--- src/sha1md_pkg.sv ---
`timescale 1ns / 1ps
package sha1md_pkg;

	typedef logic [31:0] word_t;

	localparam int DIGEST_WORDS = 5;
	localparam int ROUNDS       = 80;
	localparam int WIN_WORDS    = 16;

	localparam logic [6:0] BLOCK_BYTES = 7'd64;
	localparam logic [5:0] LEN_POS     = 6'd56;
	localparam logic [7:0] PAD_BYTE    = 8'h80;
	localparam logic [2:0] WORD_BYTES  = 3'd4;
	localparam logic [2:0] LAST_INDEX  = 3'd4;

	localparam word_t IV [DIGEST_WORDS] = '{
		32'h67452301, 32'hEFCDAB89, 32'h98BADCFE, 32'h10325476, 32'hC3D2E1F0
	};

	localparam word_t K0 = 32'h5A827999;
	localparam word_t K1 = 32'h6ED9EBA1;
	localparam word_t K2 = 32'h8F1BBCDC;
	localparam word_t K3 = 32'hCA62C1D6;

	// byte insertion into the schedule window, plus the length write
	typedef struct packed {
		logic        en;
		logic [5:0]  pos;
		logic [2:0]  cnt;
		word_t       data;
		logic        len_en;
		logic [63:0] len;
	} wr_req_t;

	typedef struct packed {
		logic busy;
		logic done;
	} core_sts_t;

endpackage

--- src/sha1md_if.sv ---
`timescale 1ns / 1ps
interface sha1md_msg_if;
	logic        valid;
	logic        ready;
	logic [31:0] message_word;
	logic [2:0]  valid_bytes;
	logic        last;

	modport source (output valid, output message_word, output valid_bytes, output last,
		input ready);
	modport sink (input valid, input message_word, input valid_bytes, input last,
		output ready);
endinterface

interface sha1md_dig_if;
	logic        valid;
	logic        ready;
	logic [31:0] digest_word;
	logic [2:0]  word_index;
	logic        digest_last;

	modport source (output valid, output digest_word, output word_index, output digest_last,
		input ready);
	modport sink (input valid, input digest_word, input word_index, input digest_last,
		output ready);
endinterface

--- src/sha1_message_digest.sv ---
`timescale 1ns / 1ps
// SHA-1 digest of a byte stream.
// msg (sink): big-endian 32-bit words; valid_bytes counts bytes from the high end
// (5..7 count as 4), last marks the final word. A beat moves when valid and ready are high.
// dig (source): five digest beats per message, word_index 0..4, digest_last on the fifth.
// A word that does not complete a 64-byte block leaves ready high unless it is the last
// word. A word that completes one holds ready low while one shared round unit runs 80
// rounds at one per cycle and a final step adds into the chaining words; a load of the
// leftover bytes of that word follows when any are left over.
// After the last word the sequencer writes 0x80, zero-fills up to four bytes a
// cycle to byte 56, writes the 64-bit length and compresses; a second block is used
// when the padding does not fit.
// Digest beats come from a single output register; when the receiver stalls the
// sequencer holds, and msg stays low until the fifth beat is loaded into it.
// Reset loads the SHA-1 initial chaining words, clears the length and position and
// leaves the block idle and ready for the first word of a message.
module sha1_message_digest import sha1md_pkg::*; (
	input  logic        clk,
	input  logic        arst_n,
	sha1md_msg_if.sink  msg,
	sha1md_dig_if.source dig
);

	typedef enum logic [6:0] {
		S_IDLE  = 7'b0000001,
		S_LOAD  = 7'b0000010,
		S_COMP  = 7'b0000100,
		S_PAD80 = 7'b0001000,
		S_ZERO  = 7'b0010000,
		S_LEN   = 7'b0100000,
		S_EMIT  = 7'b1000000
	} state_t;

	state_t      state_q, ret_q, after_ins;
	logic [5:0]  pos_q, pos_next;
	word_t       hold_data_q;
	logic [2:0]  hold_cnt_q;
	logic        hold_last_q;
	logic [63:0] len_q;
	logic [2:0]  emit_q;
	logic        out_valid_q, out_last_q;
	word_t       out_word_q, h_sel;
	logic [2:0]  out_idx_q;

	logic [2:0]  in_cnt, src_cnt, n, zero_n, rest;
	word_t       src_data;
	logic        src_last, accept, do_ins, fill, load_out, iv_load, start;
	logic [6:0]  room, zero_lim;
	wr_req_t     wr;
	core_sts_t   sts;
	word_t       h [DIGEST_WORDS];

	sha1md_core u_core (
		.clk     (clk),
		.arst_n  (arst_n),
		.wr      (wr),
		.start   (start),
		.iv_load (iv_load),
		.sts     (sts),
		.h       (h)
	);

	assign msg.ready = (state_q == S_IDLE);
	assign accept    = msg.valid && msg.ready;
	assign in_cnt    = (msg.valid_bytes > WORD_BYTES) ? WORD_BYTES : msg.valid_bytes;
	assign room      = BLOCK_BYTES - {1'b0, pos_q};
	assign zero_lim  = (pos_q < LEN_POS) ? {1'b0, LEN_POS - pos_q} : room;
	assign zero_n    = (zero_lim > {4'b0000, WORD_BYTES}) ? WORD_BYTES : zero_lim[2:0];

	always_comb begin
		src_data = '0;
		src_cnt  = '0;
		src_last = 1'b0;
		case (state_q)
			S_IDLE: begin
				src_data = msg.message_word;
				src_cnt  = in_cnt;
				src_last = msg.last;
			end
			S_LOAD: begin
				src_data = hold_data_q;
				src_cnt  = hold_cnt_q;
				src_last = hold_last_q;
			end
			S_PAD80: begin
				src_data = {PAD_BYTE, 24'h000000};
				src_cnt  = 3'd1;
			end
			S_ZERO: begin
				src_cnt = zero_n;
			end
			default: begin
				src_cnt = '0;
			end
		endcase
	end

	assign n        = ({4'b0000, src_cnt} > room) ? room[2:0] : src_cnt;
	assign fill     = (n != 3'd0) && ({4'b0000, n} == room);
	assign pos_next = pos_q + {3'b000, n};
	assign rest     = src_cnt - n;
	assign do_ins   = accept || (state_q == S_LOAD) || (state_q == S_PAD80) ||
		(state_q == S_ZERO && pos_q != LEN_POS);
	assign start    = (do_ins && fill) || (state_q == S_LEN);

	always_comb begin
		if (rest != 3'd0) begin
			after_ins = S_LOAD;
		end else if (src_last) begin
			after_ins = S_PAD80;
		end else begin
			after_ins = S_IDLE;
		end
	end

	always_comb begin
		wr.en     = do_ins;
		wr.pos    = pos_q;
		wr.cnt    = n;
		wr.data   = src_data;
		wr.len_en = (state_q == S_LEN);
		wr.len    = len_q;
	end

	always_comb begin
		case (emit_q)
			3'd0:    h_sel = h[0];
			3'd1:    h_sel = h[1];
			3'd2:    h_sel = h[2];
			3'd3:    h_sel = h[3];
			3'd4:    h_sel = h[4];
			default: h_sel = '0;
		endcase
	end

	assign load_out = (state_q == S_EMIT) && (!out_valid_q || dig.ready);
	assign iv_load  = load_out && (emit_q == LAST_INDEX);

	always_ff @(posedge clk or negedge arst_n) begin
		if (!arst_n) begin
			state_q     <= S_IDLE;
			ret_q       <= S_IDLE;
			pos_q       <= '0;
			hold_cnt_q  <= '0;
			hold_last_q <= 1'b0;
			len_q       <= '0;
			emit_q      <= '0;
		end else begin
			case (state_q)
				S_IDLE, S_LOAD: begin
					if (do_ins) begin
						pos_q       <= pos_next;
						hold_cnt_q  <= rest;
						hold_last_q <= src_last;
						if (state_q == S_IDLE) begin
							len_q <= len_q + {58'd0, in_cnt, 3'b000};
						end
						if (fill) begin
							state_q <= S_COMP;
							ret_q   <= after_ins;
						end else begin
							state_q <= after_ins;
						end
					end
				end
				S_PAD80: begin
					pos_q <= pos_next;
					if (fill) begin
						state_q <= S_COMP;
						ret_q   <= S_ZERO;
					end else begin
						state_q <= S_ZERO;
					end
				end
				S_ZERO: begin
					if (pos_q == LEN_POS) begin
						state_q <= S_LEN;
					end else begin
						pos_q <= pos_next;
						if (fill) begin
							state_q <= S_COMP;
							ret_q   <= S_ZERO;
						end
					end
				end
				S_LEN: begin
					pos_q   <= '0;
					len_q   <= '0;
					state_q <= S_COMP;
					ret_q   <= S_EMIT;
				end
				S_COMP: begin
					if (sts.done) begin
						state_q <= ret_q;
					end
				end
				S_EMIT: begin
					if (load_out) begin
						if (emit_q == LAST_INDEX) begin
							emit_q  <= '0;
							state_q <= S_IDLE;
						end else begin
							emit_q <= emit_q + 3'd1;
						end
					end
				end
				default: state_q <= S_IDLE;
			endcase
		end
	end

	// leftover bytes of a word that completed a block, high byte first
	always_ff @(posedge clk) begin
		if (do_ins && (state_q == S_IDLE)) begin
			hold_data_q <= src_data << {n, 3'b000};
		end
	end

	always_ff @(posedge clk or negedge arst_n) begin
		if (!arst_n) begin
			out_valid_q <= 1'b0;
		end else if (load_out) begin
			out_valid_q <= 1'b1;
		end else if (dig.ready) begin
			out_valid_q <= 1'b0;
		end
	end

	always_ff @(posedge clk) begin
		if (load_out) begin
			out_word_q <= h_sel;
			out_idx_q  <= emit_q;
			out_last_q <= (emit_q == LAST_INDEX);
		end
	end

	assign dig.valid       = out_valid_q;
	assign dig.digest_word = out_word_q;
	assign dig.word_index  = out_idx_q;
	assign dig.digest_last = out_last_q;

`ifndef SYNTHESIS
	a_done_in_comp: assert property (@(posedge clk) disable iff (!arst_n)
		sts.done |-> state_q == S_COMP)
		else $error("compression finished outside the wait state");

	a_len_aligned: assert property (@(posedge clk) disable iff (!arst_n)
		state_q == S_LEN |-> pos_q == LEN_POS)
		else $error("length written at a wrong byte position");

	a_no_ins_busy: assert property (@(posedge clk) disable iff (!arst_n)
		sts.busy |-> !do_ins && !msg.ready)
		else $error("window written while rounds run");

	a_last_index: assert property (@(posedge clk) disable iff (!arst_n)
		dig.valid |-> (dig.digest_last == (dig.word_index == LAST_INDEX)))
		else $error("digest_last out of step with word_index");
`endif

endmodule

--- src/sha1md_core.sv ---
`timescale 1ns / 1ps
module sha1md_core import sha1md_pkg::*; (
	input  logic      clk,
	input  logic      arst_n,
	input  wr_req_t   wr,
	input  logic      start,
	input  logic      iv_load,
	output core_sts_t sts,
	output word_t     h [DIGEST_WORDS]
);

	typedef enum logic [2:0] {
		C_IDLE  = 3'b001,
		C_ROUND = 3'b010,
		C_FINAL = 3'b100
	} cstate_t;

	cstate_t     state_q;
	logic [6:0]  round_q;
	word_t       h_q [DIGEST_WORDS];
	word_t       a_q, b_q, c_q, d_q, e_q;
	word_t       win_q [WIN_WORDS];
	word_t       win_d [WIN_WORDS];
	word_t       f, k, tmp, w_new;

	always_comb begin
		if (round_q < 7'd20) begin
			f = (b_q & c_q) | (~b_q & d_q);
			k = K0;
		end else if (round_q < 7'd40) begin
			f = b_q ^ c_q ^ d_q;
			k = K1;
		end else if (round_q < 7'd60) begin
			f = (b_q & c_q) | (b_q & d_q) | (c_q & d_q);
			k = K2;
		end else begin
			f = b_q ^ c_q ^ d_q;
			k = K3;
		end
		tmp = {a_q[26:0], a_q[31:27]} + f + e_q + k + win_q[0];
	end

	// window holds W[t..t+15]; next entry is W[t+16]
	always_comb begin
		w_new = win_q[13] ^ win_q[8] ^ win_q[2] ^ win_q[0];
		w_new = {w_new[30:0], w_new[31]};
	end

	always_comb begin
		logic [5:0]  off;
		logic [31:0] sh;
		off = '0;
		sh  = '0;
		for (int j = 0; j < WIN_WORDS; j++) begin
			win_d[j] = win_q[j];
		end
		if (state_q == C_ROUND) begin
			for (int j = 0; j < WIN_WORDS - 1; j++) begin
				win_d[j] = win_q[j + 1];
			end
			win_d[WIN_WORDS - 1] = w_new;
		end else begin
			for (int j = 0; j < WIN_WORDS; j++) begin
				for (int l = 0; l < 4; l++) begin
					off = 6'(4 * j + l) - wr.pos;
					sh  = wr.data << {off[1:0], 3'b000};
					if (wr.en && (off < {3'b000, wr.cnt})) begin
						win_d[j][31 - 8 * l -: 8] = sh[31:24];
					end
				end
			end
			if (wr.len_en) begin
				win_d[WIN_WORDS - 2] = wr.len[63:32];
				win_d[WIN_WORDS - 1] = wr.len[31:0];
			end
		end
	end

	always_ff @(posedge clk) begin
		win_q <= win_d;
	end

	always_ff @(posedge clk) begin
		if (start && state_q == C_IDLE) begin
			a_q <= h_q[0];
			b_q <= h_q[1];
			c_q <= h_q[2];
			d_q <= h_q[3];
			e_q <= h_q[4];
		end else if (state_q == C_ROUND) begin
			a_q <= tmp;
			b_q <= a_q;
			c_q <= {b_q[1:0], b_q[31:2]};
			d_q <= c_q;
			e_q <= d_q;
		end
	end

	always_ff @(posedge clk or negedge arst_n) begin
		if (!arst_n) begin
			state_q <= C_IDLE;
			round_q <= '0;
			h_q     <= IV;
		end else begin
			case (state_q)
				C_IDLE: begin
					round_q <= '0;
					if (iv_load) begin
						h_q <= IV;
					end
					if (start) begin
						state_q <= C_ROUND;
					end
				end
				C_ROUND: begin
					round_q <= round_q + 7'd1;
					if (round_q == 7'(ROUNDS - 1)) begin
						state_q <= C_FINAL;
					end
				end
				C_FINAL: begin
					h_q[0]  <= h_q[0] + a_q;
					h_q[1]  <= h_q[1] + b_q;
					h_q[2]  <= h_q[2] + c_q;
					h_q[3]  <= h_q[3] + d_q;
					h_q[4]  <= h_q[4] + e_q;
					state_q <= C_IDLE;
				end
				default: state_q <= C_IDLE;
			endcase
		end
	end

	assign sts.busy = (state_q != C_IDLE);
	assign sts.done = (state_q == C_FINAL);
	assign h        = h_q;

endmodule

--- src/flat_wrapper.sv ---
// flat-port wrapper written by rule: the top's interface ports become plain ports
module sha1_message_digest_flat import sha1md_pkg::*;
  (clk, arst_n, msg_valid, msg_message_word, msg_valid_bytes, msg_last, msg_ready, dig_valid, dig_digest_word, dig_word_index, dig_digest_last, dig_ready);
  sha1md_msg_if msg_i ();
  sha1md_dig_if dig_i ();
  input  logic clk;
  input  logic arst_n;
  input wire logic [$bits(msg_i.valid)-1:0] msg_valid;
  input wire logic [$bits(msg_i.message_word)-1:0] msg_message_word;
  input wire logic [$bits(msg_i.valid_bytes)-1:0] msg_valid_bytes;
  input wire logic [$bits(msg_i.last)-1:0] msg_last;
  output wire logic [$bits(msg_i.ready)-1:0] msg_ready;
  output wire logic [$bits(dig_i.valid)-1:0] dig_valid;
  output wire logic [$bits(dig_i.digest_word)-1:0] dig_digest_word;
  output wire logic [$bits(dig_i.word_index)-1:0] dig_word_index;
  output wire logic [$bits(dig_i.digest_last)-1:0] dig_digest_last;
  input wire logic [$bits(dig_i.ready)-1:0] dig_ready;
  assign msg_i.valid = msg_valid;
  assign msg_i.message_word = msg_message_word;
  assign msg_i.valid_bytes = msg_valid_bytes;
  assign msg_i.last = msg_last;
  assign msg_ready = msg_i.ready;
  assign dig_valid = dig_i.valid;
  assign dig_digest_word = dig_i.digest_word;
  assign dig_word_index = dig_i.word_index;
  assign dig_digest_last = dig_i.digest_last;
  assign dig_i.ready = dig_ready;
  sha1_message_digest u_core (.clk(clk), .arst_n(arst_n), .msg(msg_i), .dig(dig_i));
endmodule
--- config.mk ---
export PLATFORM = sky130hd
export DESIGN_NAME = sha1_message_digest_flat
export DESIGN_NICKNAME = d
export VERILOG_FILES = /design/src/sha1md_pkg.sv /design/src/sha1md_if.sv /design/src/sha1_message_digest.sv /design/src/sha1md_core.sv /design/src/flat_wrapper.sv
export SDC_FILE = /design/constraint.sdc
export NUM_CORES = 2
export LEC_CHECK = 0
export ABC_AREA = 1
export BUFFER_PORTS_ARGS = -buffer_cell sky130_fd_sc_hd__buf_2
export CAP_MARGIN = 30
export CORE_MARGIN = 5
export CORE_UTILIZATION = 55
export CTS_BUF_LIST = sky130_fd_sc_hd__clkbuf_16
export CTS_CLUSTER_SIZE = 14
export DETAILED_ROUTE_END_ITERATION = 12
export PLACE_DENSITY = 0.71
export SYNTH_ARGS = -nofsm -noshare
export SYNTH_HDL_FRONTEND = slang
export SYNTH_SLANG_ARGS = --single-unit
--- constraint.sdc ---
create_clock -name clk -period 11.65 [get_ports clk]
set_input_delay 0 -clock clk [delete_from_list [all_inputs] [get_ports clk]]
set_output_delay 0 -clock clk [all_outputs]
set_load 0.005 [all_outputs]
# Word level (Yosys, flattened, before mapping)

Cells that the tools add are included.

Shift-type cells: 65
Mux-type cells: 121
Equal/unequal tests: 29
Bitwise gates (word level): 13
Add/subtract/negate cells: 79
Reduce and logical (&&, ||, !) cells: 160
Div/mod/pow operators: 0
Order comparisons: 71
Multipliers: 0

Operators with widths:

| cell                                             | count |
|---|---|
| left shift 32 x 5 -> 32 bit                      | 64 |
| 2-to-1 mux 512 bit                               | 1 |
| 2-to-1 mux 8 bit                                 | 64 |
| 2-to-1 mux 32 bit                                | 15 |
| less-than comparator 6 x 3 -> 1 bit              | 64 |
| case mux 160 bit (2 select lines)                | 1 |
| adder 32 bit                                     | 9 |
| 2-to-1 mux 64 bit                                | 3 |
| subtractor 6 bit (first input constant)          | 32 |
| 2-to-1 mux 160 bit                               | 1 |
| case mux 32 bit (5 select lines)                 | 1 |
| bitwise XOR 32 bit                               | 5 |
| AND 32 bit                                       | 4 |
| case mux 64 bit (2 select lines)                 | 1 |
| nonzero test 2 bit                               | 61 |
| OR 32 bit                                        | 3 |
| case mux 32 bit (3 select lines)                 | 1 |
| subtractor 5 x 6 -> 6 bit (first input constant) | 16 |
| 2-to-1 mux 7 bit                                 | 13 |
| logical AND 1 bit                                | 72 |
| adder 64 x 6 -> 64 bit                           | 1 |
| subtractor 4 x 6 -> 6 bit (first input constant) | 8 |
| case mux 7 bit (6 select lines)                  | 1 |
| inverter 32 bit                                  | 1 |
| other kinds (53)                                 | 96 |

Logic and storage cells: 626
Bits in read-only memories: 0
Output and inout bits: 38
Memories: 0
Input port bits: 40
Bits in latches: 0
RAM bits: 0
Flip-flop bits (word level): 1002

# Depth between registers and ports, before layout

Depth in word-level cells: 13
Depth in mapped cells: 38
Mapped depth without buffers: 37

# Modules after synthesis

Synthesis repeated with hierarchy kept, for this count alone.

Cells, all modules: 7847
Area, all modules: 63334.5 sq um

By module, submodules not included:

| module              | area an instance (sq um) | cells an instance | sequential area each (sq um) | instances |
|---|---|---|---|---|
| sha1md_core         | 53651.5                  | 6635              | 24534.8                      | 1 |
| sha1_message_digest | 9683.0                   | 1212              | 4221.5                       | 1 |

# Worst setup path before layout

OpenSTA, ideal clock, no wires.

Kind: flip-flop to flip-flop
Start: register u_core.pos_q[1]
End: register u_core.u_core.a_q[0], enable pin
Required time: 11.137 ns
Arrival time: 7.583 ns
Setup time: 0.513 ns
Buffers on the path: 4
Slack: 3.554 ns
Stages on the path, launching flop included: 32
Period minus slack after synthesis: 8.096 ns
Path through: dfrtp_1 clkbuf_1 inv_1 clkbuf_1 ha_1 buf_2 nand3_1 xor2_1 nor2b_1 nand2_1 nor2_1 o21ai_1 nor2_1 nor2_2 inv_2 ha_1 nand4_1 nand2_2 nand2_2 nand2_1 nand2_1 inv_1 clkbuf_1 ha_1 inv_1 nor4_1 nand2_1 nor2_2 nand3_2 nand3_1 nand2_1 inv_1

Word-level cells in the longest chain between the ends: 13
Elaborated cells between the ends (all ways): 19
Classes of those cells: add/sub (2); order compare (3); eq/ne (2); mux (4); reduce/logical (8)

RTL lines:

| item                                                                      | RTL line                   | source |
|---|---|---|
| start, declared                                                           | sha1_message_digest.sv:35  | `logic [5:0] pos_q, pos_next;` |
| start signal, assigned                                                    | sha1_message_digest.sv:152 | `pos_q <= pos_next;` |
| start signal, assigned                                                    | sha1_message_digest.sv:167 | `pos_q <= pos_next;` |
| start signal, assigned                                                    | sha1_message_digest.sv:179 | `pos_q <= pos_next;` |
| subtractor 7 x 6 -> 7 bit, or another cell as far along                   | sha1_message_digest.sv:66  | `assign room = BLOCK_BYTES - {1'b0, pos_q};` |
| 2-to-1 mux 7 bit                                                          | sha1_message_digest.sv:67  | `assign zero_lim = (pos_q < LEN_POS) ? {1'b0, LEN_POS - pos_q} : room;` |
| greater-than comparator 7 x 3 -> 1 bit                                    | sha1_message_digest.sv:68  | `assign zero_n = (zero_lim > {4'b0000, WORD_BYTES}) ? WORD_BYTES : zero_lim[2:0];` |
| 2-to-1 mux 3 bit                                                          | sha1_message_digest.sv:68  |  |
| case mux 3 bit (4 select lines)                                           | sha1_message_digest.sv:74  | `case (state_q)` |
| greater-than comparator 3 x 7 -> 1 bit                                    | sha1_message_digest.sv:98  | `assign n = ({4'b0000, src_cnt} > room) ? room[2:0] : src_cnt;` |
| 2-to-1 mux 3 bit                                                          | sha1_message_digest.sv:98  |  |
| equality test 3 x 7 -> 1 bit / nonzero test 3 bit (equally long branches) | sha1_message_digest.sv:99  | `assign fill = (n != 3'd0) && ({4'b0000, n} == room);` |
| logical AND 1 bit                                                         | sha1_message_digest.sv:99  |  |
| logical AND 1 bit *                                                       | sha1_message_digest.sv:104 | `assign start = (do_ins && fill) \|\| (state_q == S_LEN);` |
| logical OR 1 bit *                                                        | sha1_message_digest.sv:104 |  |
| logical AND 1 bit *                                                       | sha1md_core.sv:84          | `if (start && state_q == C_IDLE) begin` |
| nonzero test 2 bit (no line) *                                            | -                          |  |
| end signal, assigned                                                      | sha1md_core.sv:85          | `a_q <= h_q[0];` |
| end signal, assigned                                                      | sha1md_core.sv:91          | `a_q <= tmp;` |
| end, declared                                                             | sha1md_core.sv:21          | `word_t a_q, b_q, c_q, d_q, e_q;` |

Mark *: on every way between the ends. The rest lies on a longest branch, timed or not.
A chain may end at the register's enable or synchronous reset.

# Worst setup path in the final report

Start: register u_core.pos_q[1]
End: register u_core.u_core.b_q[21], data pin

Word-level cells in the longest chain between the ends: 13
Elaborated cells between the ends (all ways): 19
Classes of those cells: add/sub (2); order compare (3); eq/ne (2); mux (5); reduce/logical (7)

RTL lines:

| item                                                                      | RTL line                   | source |
|---|---|---|
| subtractor 7 x 6 -> 7 bit, or another cell as far along                   | sha1_message_digest.sv:66  |  |
| 2-to-1 mux 7 bit                                                          | sha1_message_digest.sv:67  |  |
| greater-than comparator 7 x 3 -> 1 bit                                    | sha1_message_digest.sv:68  |  |
| 2-to-1 mux 3 bit                                                          | sha1_message_digest.sv:68  |  |
| case mux 3 bit (4 select lines)                                           | sha1_message_digest.sv:74  |  |
| greater-than comparator 3 x 7 -> 1 bit                                    | sha1_message_digest.sv:98  |  |
| 2-to-1 mux 3 bit                                                          | sha1_message_digest.sv:98  |  |
| equality test 3 x 7 -> 1 bit / nonzero test 3 bit (equally long branches) | sha1_message_digest.sv:99  |  |
| logical AND 1 bit                                                         | sha1_message_digest.sv:99  |  |
| logical AND 1 bit *                                                       | sha1_message_digest.sv:104 |  |
| logical OR 1 bit *                                                        | sha1_message_digest.sv:104 |  |
| logical AND 1 bit *                                                       | sha1md_core.sv:84          |  |
| 2-to-1 mux 32 bit *                                                       | sha1md_core.sv:84          |  |
| end signal, assigned                                                      | sha1md_core.sv:86          | `b_q <= h_q[1];` |
| end signal, assigned                                                      | sha1md_core.sv:92          | `b_q <= a_q;` |
| end, declared                                                             | sha1md_core.sv:21          |  |

Marks and branches as above.

==> summary.log <==
INFO  route          detail-route-antenna-nets=0
INFO  synthesis      synth-edff-count=740
INFO  clocking       clk_root_buffer_cell=sky130_fd_sc_hd__clkbuf_16
INFO  route          routed_wirelength=199000microns
INFO  clocking       clock_sinks=997
INFO  critical_path  arr_time_crit_path=8.41ns
INFO  synthesis      yosysTopAreaCellShare=37.24%
INFO  clocking       clock_pin_slew_on_the_worst_setup_and_hold_paths=0.06ns
INFO  hold_path      holdCritStartpoint=msg_valid_bytes[1]
INFO  synthesis      mean_post_synth_cell_area=8.750squm
INFO  global_route   grt_use_total=33.82%
INFO  timing         layout_min_cycle_time=7.854ns
INFO  critical_path  cp-start-kind=register
INFO  synthesis      synth.yosys.warnings=0
INFO  critical_path  startpoint_of_the_lowest_slack_register_to_register_path=u_core.pos_q[1]
INFO  critical_path  worst_setup_sp=u_core.pos_q[1]
INFO  job            maxCapViolCount=0
INFO  clocking       cts.repair_timing.setup_buffer_count=0
INFO  floorplan      number_of_placed_i_o_pins=78
INFO  finish         regMostFlops=u_core.u_core.win_q
INFO  finish         layout-area-overhead-vs-synth=9.823%
INFO  global_route   global_route_wire_length_before_repair=299100microns
INFO  floorplan      die_width=339.4microns
INFO  synthesis      yosys_cell_types=66
INFO  clocking       ctsHtreeMaxLevel=3
INFO  timing         max_slew_violations=0
INFO  timing         rsz0062_at_grt=false
INFO  critical_path  slowest_delay=1.05ns
INFO  global_route   via_count_of_the_first_global_routing_pass=48550
INFO  pwr            power.density_cell_area=112.3mW/mm^2
INFO  outcome        run_status=finished clean
INFO  timing         timing.final.setup_violations=0
INFO  synthesis      mappedNetlistArea=0.05967sqmm
INFO  timing         timing.fmax=127.3MHz
INFO  finish         largest_reg_flops=512
INFO  finish         fraction_of_final_layout_cells_sized_beyond_drive_strength_1=7.253%
INFO  finish         seqCellArea=0.02876sqmm
INFO  synthesis      yosysSeqAreaShare=48.19%
INFO  synthesis      synth.net_count=7224
INFO  critical_path  cp_data_required_time=12.20ns
INFO  synthesis      netlist_instances=6820
INFO  critical_path  regToRegSetupSlack=3.80ns
INFO  clocking       cts_max_path_buffers=3
INFO  synthesis      synth_area_leaders=sky130_fd_sc_hd__edfxtp_1 (37%), sky130_fd_sc_hd__nand2_1 (13%), sky130_fd_sc_hd__dfrtp_1 (7.3%)
INFO  place          dp_cells=8120
INFO  critical_path  worst_path_max_delay_cell=sky130_fd_sc_hd__dfrtp_1
INFO  global_route   grt.overflow.total=0
INFO  timing         post-route-worst-setup-slack=3.796ns
INFO  clocking       worstSkewPairLatency=0.73ns
INFO  clocking       clock_tree_from_tritoncts=built
INFO  floorplan      die-area=0.1152sqmm
INFO  floorplan      core=0.1074sqmm
INFO  timing         finalCritPeriodShare=67.42%
INFO  global_route   grt_antenna_before_repair=1
INFO  finish         final_cell_count_without_fillers=8367
INFO  pwr            p_leak=32.00nW
INFO  floorplan      initial_core_util=55.59%
INFO  floorplan      rows=120
INFO  timing         final.setup_skew=0.05496ns
INFO  critical_path  critPathCaptureType=register
INFO  finish         multi_input_area=0.02679sqmm
INFO  timing         setup-tns-final=0ns
INFO  place          post-dp-hpwl=142800microns
INFO  route          detail_route.vias_per_cell=5.998
INFO  floorplan      die_h=339.4microns
INFO  pwr            power.ir.vdd_worst=0.0001293V
INFO  finish         num-nets-final=7274
INFO  synthesis      synth-async-reset-ratio=25.78%
INFO  finish         filler_cell_count=9179
INFO  critical_path  path_max_fanout=96
INFO  critical_path  worst_r2r_endpoint=u_core.u_core.b_q[21]
INFO  timing         hold_violations=0
INFO  hold_path      min-delay-path-class=input pin to register
INFO  route          dr.first_iter.drc_count=5781
INFO  clocking       cts_inserted_buffers=109
INFO  timing         timing.slew.headroom=25.61%
INFO  critical_path  most_used_cell_along_the_critical_path=sky130_fd_sc_hd__nand2_1
INFO  global_route   grt_max_degree=230
INFO  critical_path  worstSetupPathType=register to register
INFO  route          post_detailed_route_wirelength_per_cell=23.79microns
INFO  critical_path  worst_r2r_path_depth=32
INFO  synthesis      yosys_register_bits=997
INFO  route          post-route-drc-count=0
INFO  route          via_count=50190
INFO  place          port_buffers=77
INFO  synthesis      primary_flip_flop_cell_chosen_by_synthesis_mapping=sky130_fd_sc_hd__edfxtp_1
INFO  place          gp_routability_congestion=1.001
INFO  critical_path  worst_setup_path_endpoint=u_core.u_core.b_q[21]
INFO  timing         max_slew.worst_pin.slew=1.116ns
INFO  route          first_pass_iters=7
INFO  synthesis      synth.largest_area_cell=sky130_fd_sc_hd__edfxtp_1
INFO  place          dp_worst_setup_slack=3.976ns
[final cells by class]
class                   count  area share [%]
repair buffers            217           2.386
multi-input cells        4741           40.88
clock buffers             111           4.238
flip-flops and latches    997           43.88
well taps                1403           2.679
diodes                      1        0.003818
clock inverters            93           1.308
inverters                 804           4.630
[cell usage after synthesis (all sizes together) (16+ instances only)]
cell    instances
nand4          47
a221oi         27
xnor2         108
dfstp          83
o22ai         154
nor4           31
buf            68
nor3           95
edfxtp        740
o211ai         55
or2            23
o21ai         471
dfrtp         174
a31oi          26
nor2          274
inv           797
a21oi         342
fa            128
clkbuf        210
nand2        2067
o21a           24
a22o           16
o221ai         40
nand3         355
ha            236
xor2          134
[power by group]
part	internal (mW)	total [mW]	switching, mW
registers	3.78	3.78	0.00000000000000000845
logic	0.0137	0.0427	0.0289
clock network	2.02	3.54	1.52
total	5.81	7.36	1.55
[how the worst min path moves through the flow]
| stage | to | slack (ns) | depth (start not counted) |
|---|---|---|---|
| after floorplan | u_core.dig.valid | -0.30 | 0 |
| after global placement | u_core.u_core.h[35] | 0.1 | 1 |
| after detailed placement | u_core.u_core.h[35] | 0.1 | 1 |
| after CTS | u_core.hold_data_q[23] | 0.03 | 5 |
| after global routing | u_core.hold_data_q[23] | 0.09 | 5 |
| final | u_core.len_q[4] | 0.05 | 6 |
[cells by family (layout without fill, tap and decap cells)]
| group | count (synthesis) | in the layout | synth area share [%] |
|---|---|---|---|
| fa+ha+maj | 364 | 364 | 9.242 |
| compound gates | 1222 | 1222 | 11.86 |
| other cells | 0 | 1 | 0 |
| simple gates | 2913 | 2913 | 20.11 |
| xor+xnor | 242 | 242 | 3.552 |
| buf+inv | 1082 | 1225 | 7.045 |
| flops | 997 | 997 | 48.19 |
[cells in the final DEF, fill, tap and decap left out, types with 27 or more instances in the layout]
cell	instances
sky130_fd_sc_hd__nand4_1	46
sky130_fd_sc_hd__ha_1	236
sky130_fd_sc_hd__a221oi_1	27
sky130_fd_sc_hd__clkbuf_16	111
sky130_fd_sc_hd__o221ai_1	40
sky130_fd_sc_hd__clkinv_1	30
sky130_fd_sc_hd__o21ai_0	466
sky130_fd_sc_hd__nand2_1	2050
sky130_fd_sc_hd__nor3_1	91
sky130_fd_sc_hd__dfstp_2	83
sky130_fd_sc_hd__dlygate4sd3_1	41
sky130_fd_sc_hd__buf_2	93
sky130_fd_sc_hd__dfrtp_1	174
sky130_fd_sc_hd__inv_1	806
sky130_fd_sc_hd__edfxtp_1	740
sky130_fd_sc_hd__xnor2_1	108
sky130_fd_sc_hd__nor4_1	29
sky130_fd_sc_hd__xor2_1	134
sky130_fd_sc_hd__buf_4	78
sky130_fd_sc_hd__nor2_1	264
sky130_fd_sc_hd__o211ai_1	55
sky130_fd_sc_hd__fa_1	128
sky130_fd_sc_hd__a21oi_1	342
sky130_fd_sc_hd__o22ai_1	154
sky130_fd_sc_hd__nand3_1	350
[layer usage]
layer | track usage [%] | routed length, microns | up-vias
met1 | 43.87 | 77140 | 24310
met4 | 18.08 | 12570 | 0
met5 | 0 | 0 | -
li1 | - | - | 23010
met3 | 4.978 | 15880 | 484
met2 | 55.31 | 93440 | 2389
[stage by stage]
step           power, mW  util [%]  hold WS, ns  instance area (sq um)
2_1_floorplan      3.852         -      -0.2956                  59670
4_1_cts            7.389     61.04      0.02676                  65530
3_3_place_gp       3.883     57.14      0.09572                  61340
3_5_place_dp       3.883     57.25      0.09709                  61460
6_report           7.357     61.05      0.05378                  65540
5_1_grt            7.549     61.04      0.09351                  65530
[critical path, delay by kind of cell (launching register included)]
family                     cells  cell delay (ns)
and+or+nand+nor               19             2.89
buffers and inverters          7             1.97
adders and majority gates      3             1.13
DFF                            1             1.05
AOI/OAI and AO/OA              3             0.40
[timing repair]
item / 4_1_cts / 5_1_grt
hold endpoints to repair: 128 / 0
resized for setup: 0 / 0
hold buffers: 42 / 0
setup endpoints to repair: 0 / 0
Power figures use the tool's default switching activity.
